==> src/sv/are_pkg.sv <==
`timescale 1ns / 1ps
package are_pkg;

   localparam logic [1:0]  OPCODE_SEND   = 2'd0;
   localparam logic [1:0]  OPCODE_FRAME  = 2'd1;
   localparam logic [1:0]  OPCODE_TICK   = 2'd2;
   localparam logic [1:0]  OPCODE_UNUSED = 2'd3;

   localparam logic [2:0]  KIND_ARP_REQUEST = 3'd0;
   localparam logic [2:0]  KIND_ARP_REPLY   = 3'd1;
   localparam logic [2:0]  KIND_IPV4_FRAME  = 3'd2;
   localparam logic [2:0]  KIND_DELIVER     = 3'd3;
   localparam logic [2:0]  KIND_DROPPED     = 3'd4;

   localparam logic [47:0] MAC_BCAST  = 48'hFFFF_FFFF_FFFF;
   localparam logic [15:0] ETH_IP4    = 16'h0800;
   localparam logic [15:0] ETH_ARP    = 16'h0806;
   localparam logic [15:0] ARP_OP_REQ = 16'd1;
   localparam logic [15:0] ARP_OP_REP = 16'd2;

   localparam logic [1:0]  CSR_OWN_MAC      = 2'd0;
   localparam logic [1:0]  CSR_OWN_IP       = 2'd1;
   localparam logic [1:0]  CSR_CACHE_TTL_MS = 2'd2;
   localparam logic [1:0]  CSR_RETRY_MS     = 2'd3;

   localparam logic [31:0] CACHE_TTL_RESET = 32'd30000;
   localparam logic [31:0] RETRY_RESET     = 32'd5000;

   // queued command codes
   localparam logic [1:0]  CMD_SEND    = 2'd0;
   localparam logic [1:0]  CMD_DELIVER = 2'd1;
   localparam logic [1:0]  CMD_ARP     = 2'd2;
   localparam logic [1:0]  CMD_TICK    = 2'd3;

   typedef struct packed {
      logic [1:0]  opcode;
      logic [31:0] hop_ip;
      logic [15:0] dgram_handle;
      logic [47:0] frame_dst_mac;
      logic [15:0] ether_type;
      logic        parse_ok;
      logic [15:0] arp_op;
      logic [31:0] sender_ip;
      logic [47:0] sender_mac;
      logic [31:0] target_ip_in;
      logic [47:0] target_mac_in;
      logic [31:0] elapsed_ms;
   } req_type;

   typedef struct packed {
      logic [2:0]  kind;
      logic [47:0] dest_mac;
      logic [31:0] arp_target_ip;
      logic [15:0] handle_out;
      logic        last;
   } rsp_type;

   typedef struct packed {
      logic [47:0] own_mac;
      logic [31:0] own_ip;
      logic [31:0] cache_ttl_ms;
      logic [31:0] retry_ms;
   } cfg_type;

   typedef struct packed {
      logic [1:0]  code;
      logic        is_req;
      logic [31:0] ip;
      logic [47:0] mac;
      logic [15:0] handle;
      logic [31:0] elapsed;
   } cmd_type;

endpackage

==> src/sv/are_front.sv <==
`timescale 1ns / 1ps
module are_front (
   input  logic             clock,
   input  logic             reset,
   input  are_pkg::cfg_type cfg,
   input  logic             req_valid,
   output logic             req_stall,
   input  are_pkg::req_type req_data,
   output logic             q_valid,
   output are_pkg::cmd_type q_cmd,
   input  logic             q_pop
);

   are_pkg::cmd_type cmd;
   logic             keep;
   logic             is_req;
   logic             is_rep;

   are_pkg::cmd_type fifo_ff [2];
   logic             wr_ptr_ff, rd_ptr_ff;
   logic [1:0]       count_ff;
   logic             push;

   // classify; items with no effect never enter the queue
   always_comb begin
      keep        = 1'b0;
      is_req      = (req_data.arp_op == are_pkg::ARP_OP_REQ) &&
                    (req_data.target_ip_in == cfg.own_ip);
      is_rep      = (req_data.arp_op == are_pkg::ARP_OP_REP) &&
                    (req_data.target_mac_in == cfg.own_mac);
      cmd.code    = are_pkg::CMD_SEND;
      cmd.is_req  = is_req;
      cmd.ip      = req_data.sender_ip;
      cmd.mac     = req_data.sender_mac;
      cmd.handle  = req_data.dgram_handle;
      cmd.elapsed = req_data.elapsed_ms;
      unique case (req_data.opcode)
         are_pkg::OPCODE_SEND: begin
            keep   = 1'b1;
            cmd.ip = req_data.hop_ip;
         end
         are_pkg::OPCODE_FRAME: begin
            if (((req_data.frame_dst_mac == cfg.own_mac) ||
                 (req_data.frame_dst_mac == are_pkg::MAC_BCAST)) &&
                req_data.parse_ok) begin
               if (req_data.ether_type == are_pkg::ETH_IP4) begin
                  keep     = 1'b1;
                  cmd.code = are_pkg::CMD_DELIVER;
               end else if (req_data.ether_type == are_pkg::ETH_ARP) begin
                  keep     = is_req || is_rep;
                  cmd.code = are_pkg::CMD_ARP;
               end
            end
         end
         are_pkg::OPCODE_TICK: begin
            keep     = 1'b1;
            cmd.code = are_pkg::CMD_TICK;
         end
         default: keep = 1'b0;
      endcase
   end

   assign req_stall = (count_ff == 2'd2);
   assign push      = req_valid && !req_stall && keep;
   assign q_valid   = (count_ff != 2'd0);
   assign q_cmd     = fifo_ff[rd_ptr_ff];

   always_ff @(posedge clock) begin
      if (push) begin
         fifo_ff[wr_ptr_ff] <= cmd;
      end
   end

   always_ff @(posedge clock) begin
      if (reset) begin
         wr_ptr_ff <= 1'b0;
         rd_ptr_ff <= 1'b0;
         count_ff  <= 2'd0;
      end else begin
         if (push) wr_ptr_ff <= ~wr_ptr_ff;
         if (q_pop) rd_ptr_ff <= ~rd_ptr_ff;
         count_ff <= count_ff + {1'b0, push} - {1'b0, q_pop};
      end
   end

endmodule

==> config.mk <==
export PLATFORM = sky130hd
export DESIGN_NAME = are_front
export DESIGN_NICKNAME = d
export VERILOG_FILES = /design/src/sv/are_pkg.sv /design/src/sv/are_front.sv
export SDC_FILE = /design/constraint.sdc
export NUM_CORES = 1
export LEC_CHECK = 0
export ABC_AREA = 1
export BUFFER_PORTS_ARGS = -buffer_cell sky130_fd_sc_hd__buf_2
export CORE_AREA = 4 4 235 237
export DETAILED_ROUTE_END_ITERATION = 8
export DIE_AREA = 0 0 239 241
export GPL_TIMING_DRIVEN = 0
export PLACE_DENSITY = 0.56
export SLEW_MARGIN = 10
export SYNTH_ARGS = -nofsm -noshare
export SYNTH_HDL_FRONTEND = slang
export SYNTH_SLANG_ARGS = --single-unit
==> constraint.sdc <==
create_clock -name clock -period 9.68 [get_ports clock]
set_input_delay 0.968 -clock clock [delete_from_list [all_inputs] [get_ports clock]]
set_output_delay 0.968 -clock clock [all_outputs]
set_load 0.02 [all_outputs]
==> impl_results.md <==
- First-pass GRT wire length: 59200 µm
- Final net count: 2159
- Main synth FF type: edfxtp_1
- Top post-synthesis cells by count: edfxtp_1 (262), nand2_1 (254), mux2_2 (163)
- Worst slew margin: 46.5%
- Synth Area in Compound Gates: 0.700%
- Crit path cell chain: clkbuf_1, clkbuf_1, buf_2, mux2_2, buf_2
- Worst slew pin tran: 0.802 ns
- Boundary pin count: 604
- Clock Skews: 0.0195 ns
- Register-to-register setup slack: 7.38 ns
- Area leader, netlist: edfxtp_1
- DRT antenna net count: 0
- Core area: 53300 µm²
- Max FO, Critical Path: 10
- Synth area leaders: edfxtp_1 (61%), mux2_2 (14%), nand2_1 (7.4%)
- Via density: 4.21
- R2R Path End: fifo_ff[1][119]$_DFFE_PP_
- Cts bufs inserted: 29
- Post-DP Area: 16600 µm²
- Post-synthesis cell type count: 33
- Initial Util: 24.1%
- Wire length on met2: 21900 µm
- P_sw: 0.000717 W
- WHS Path Cells: 2
- Final instance area: 17500 µm²
- RSZ-0062 raised after global routing: false
- WP buf/inv: 4
- Reg2reg path depth: 6
- Top Layer Used: met5
- EDFF count, synth: 262
- Top cell type's share of synthesized area: 61.1%
- Largest family of logic cells by synthesized area: multiplexers
- Synth Cell Area: 12900 µm²
- Max IR drop VDD: 101 µV
- Post-DR wirelength/cell: 17.3 µm
- Critical Path RT: 8.71 ns
- CP Class: reg2out
- Met3 Routed Length: 3150 µm
- Post-Synth Simple-Gate Area: 13.6%
- Post-synthesis xor/xnor area fraction: 3.88%
- Mapped Cells: 1106
- FF+latch count, synth: 267
- Largest net degree at the start of global routing: 101
- Final setup fails: 0
- Chip Height: 241 µm
- Syn avg cell area: 11.6 µm²
- Total clock sinks: 267
- Layout cell share with drive strength beyond 1: 45.4%
- DRC: 0
- R2r startpoint: count_ff[1]$_SDFF_PP0_
- Drt first pass iters: 5
- Final TNS setup: 0 ns
- Pins Over Slew Limit: 0
- Initial antenna violation count: 5
- CP Data Arrival Time: 2.72 ns
- Metal-1 WL: 15100 µm
- Dpl hpwl: 34200 µm
- Switching share of power: 25.4%
- Post-Synth Adder-Cell Area: 0.583%
- Outcome: completed
- # rows: 85
- Mapped Nets: 1583
- Critical path endpoint category: primary output
- Sequential cell area fraction in the yosys report: 61.9%
- Clock power frac: 35.9%
- Max cap viols: 0
- Fin crit period: 3.69 ns
- Hold Buf Count CTS: 0
- Family with the most delay on the worst path: buffers and inverters
- Post-CTS setup buffers: 0
- Hold EP: count_ff[1]$_SDFF_PP0_
- CTS root buf: clkbuf_16
- Slowest cell delay on critical path: 0.63 ns
- Die X: 239 µm
- CTS tree: yes
- P_int: 0.00210 W
- Mux share of post-synthesis cell area: 14.3%
- GRT Resource Usage Total: 13.3%
- Max Fclk: 271 MHz
- Worst Hold Class: reg2reg
- Fin. Hold Viols: 0
- Clk_lat worst skew: 0.57 ns
- CTS Buffer Depth: 3
- Routed vias: 10100
- PwrDens: 161 nW/µm²
- Post-synth ARST share: 0%
- Total gr overflow: 0
- I/O Buffers: 539
- Yosys Warn Count: 0
- H-tree Lvls: 1
- Sequential power share: 47.0%
- Area Overhead vs Synth: 35.6%
- HP Start: count_ff[1]$_SDFF_PP0_
- CP startpoint kind: flop
- Tcrit/Tclk final: 38.1%
- Comb pwr share: 17.1%
- Vias in the first global route: 10300
- DR iter-0 viols: 339
- Post_cts resized: 0
- DRT Wirelength: 41500 µm
- Leakage Power: 7.54 nW
- Worst-path clk slew: 0.06 ns
- Top-count cell post-synth: edfxtp_1
- Critical path's slowest cell: clkbuf_1
- Die area: 57600 µm²
- GPL Wtd Cong: 0.896
## per-layer routing
metal  GRT usage (%)  vias to the layer above
li1                -                     4902
met1            14.3                     4712
met2            25.7                      416
met3            3.23                       69
met4            4.02                        2
met5               0                        -
## worst min-delay path, cell delays in order (launching register included)
cell	delay [ns]
dfxtp_1	0.31
inv_1	0.08
a21oi_1	0.06
## power groups by stage
| stage | logic (W) | clock network, W | registers [W] |
|---|---|---|---|
| 2_1_floorplan | 0.000261 | 0 | 0.00136 |
| 3_3_place_gp | 0.000471 | 0 | 0.00136 |
| 3_5_place_dp | 0.000488 | 0 | 0.00135 |
| 4_1_cts | 0.000490 | 0.00105 | 0.00133 |
| 5_1_grt | 0.000525 | 0.00109 | 0.00133 |
| 6_report | 0.000480 | 0.00101 | 0.00133 |
## cell usage in the layout (no fill, tap or decap), types with 2 or more instances in the layout
| cell type | synthesis | layout |
|---|---|---|
| mux2_2 | 163 | 163 |
| xor2_1 | 4 | 4 |
| a21oi_1 | 4 | 4 |
| clkbuf_16 | 0 | 29 |
| nor3_1 | 6 | 6 |
| dfxtp_1 | 5 | 5 |
| nand3_1 | 15 | 15 |
| ha_1 | 6 | 6 |
| diode_2 | 0 | 2 |
| nor3b_1 | 4 | 4 |
| clkbuf_1 | 5 | 11 |
| inv_2 | 7 | 7 |
| nor2_1 | 113 | 112 |
| clkinvlp_4 | 0 | 2 |
| nand2_1 | 254 | 254 |
| or2_2 | 4 | 4 |
| inv_1 | 141 | 140 |
| edfxtp_1 | 262 | 262 |
| nor2_2 | 2 | 2 |
| o22ai_1 | 4 | 4 |
| buf_2 | 9 | 548 |
| buf_12 | 0 | 5 |
| nor4_1 | 5 | 5 |
| buf_1 | 4 | 4 |
| clkinv_1 | 1 | 7 |
| o21ai_0 | 4 | 4 |
| xnor2_1 | 53 | 53 |
| nand4_1 | 22 | 22 |
| clkinv_2 | 0 | 3 |
| inv_6 | 0 | 2 |
## registers in the layout, summed over array words and instances, names as in the netlist, named ones only
name,flops
wr_ptr_ff,1
fifo_ff,262
count_ff,2
rd_ptr_ff,1
## kinds of logic after synthesis
| logic type | after synthesis |
|---|---|
| adder cells (fa/ha/maj) | 6 |
| flip-flops | 267 |
| buffers and inverters | 168 |
| XOR/XNOR | 57 |
| AO/OA/AOI/OAI | 15 |
| multiplexers | 163 |
| AND/OR/NAND/NOR | 430 |
## worst max-delay path by stage
stage,end,slack (ns),depth (start not counted)
finish,q_cmd[128],5.99,5
global placement,fifo_ff[0][57]$_DFFE_PP_,-2.99,16
floorplan,fifo_ff[0][0]$_DFFE_PP_,1.71,14
CTS,q_cmd[128],5.81,5
detailed placement,fifo_ff[0][54]$_DFFE_PP_,5.57,18
global route,q_cmd[128],5.75,5
## metrics by stage
stage	cells	worst slack [ns]	hold WS, ns	total power [W]	utilization, %
after global placement	2341	-2.99	0.467	0.00183	30.8
after floorplan	1106	1.71	0.454	0.00162	-
after global routing	2397	5.75	0.554	0.00294	32.7
after detailed placement	2347	5.57	0.483	0.00184	31.1
final	2399	5.99	0.496	0.00282	32.8
after CTS	2397	5.81	0.497	0.00287	32.7
## area by class of cell
class / instances / area [µm²]
fill: 5449 / 35800
buffer: 19 / 86.3
clock inverter: 15 / 120
timing repair buffer: 545 / 2830
clock buffer: 35 / 748
antenna: 2 / 5.00
inverter: 149 / 567
sequential: 267 / 7970
tap: 696 / 871
multi-input combinational: 671 / 4260
Note: power is estimated with default switching activity, not from simulation.
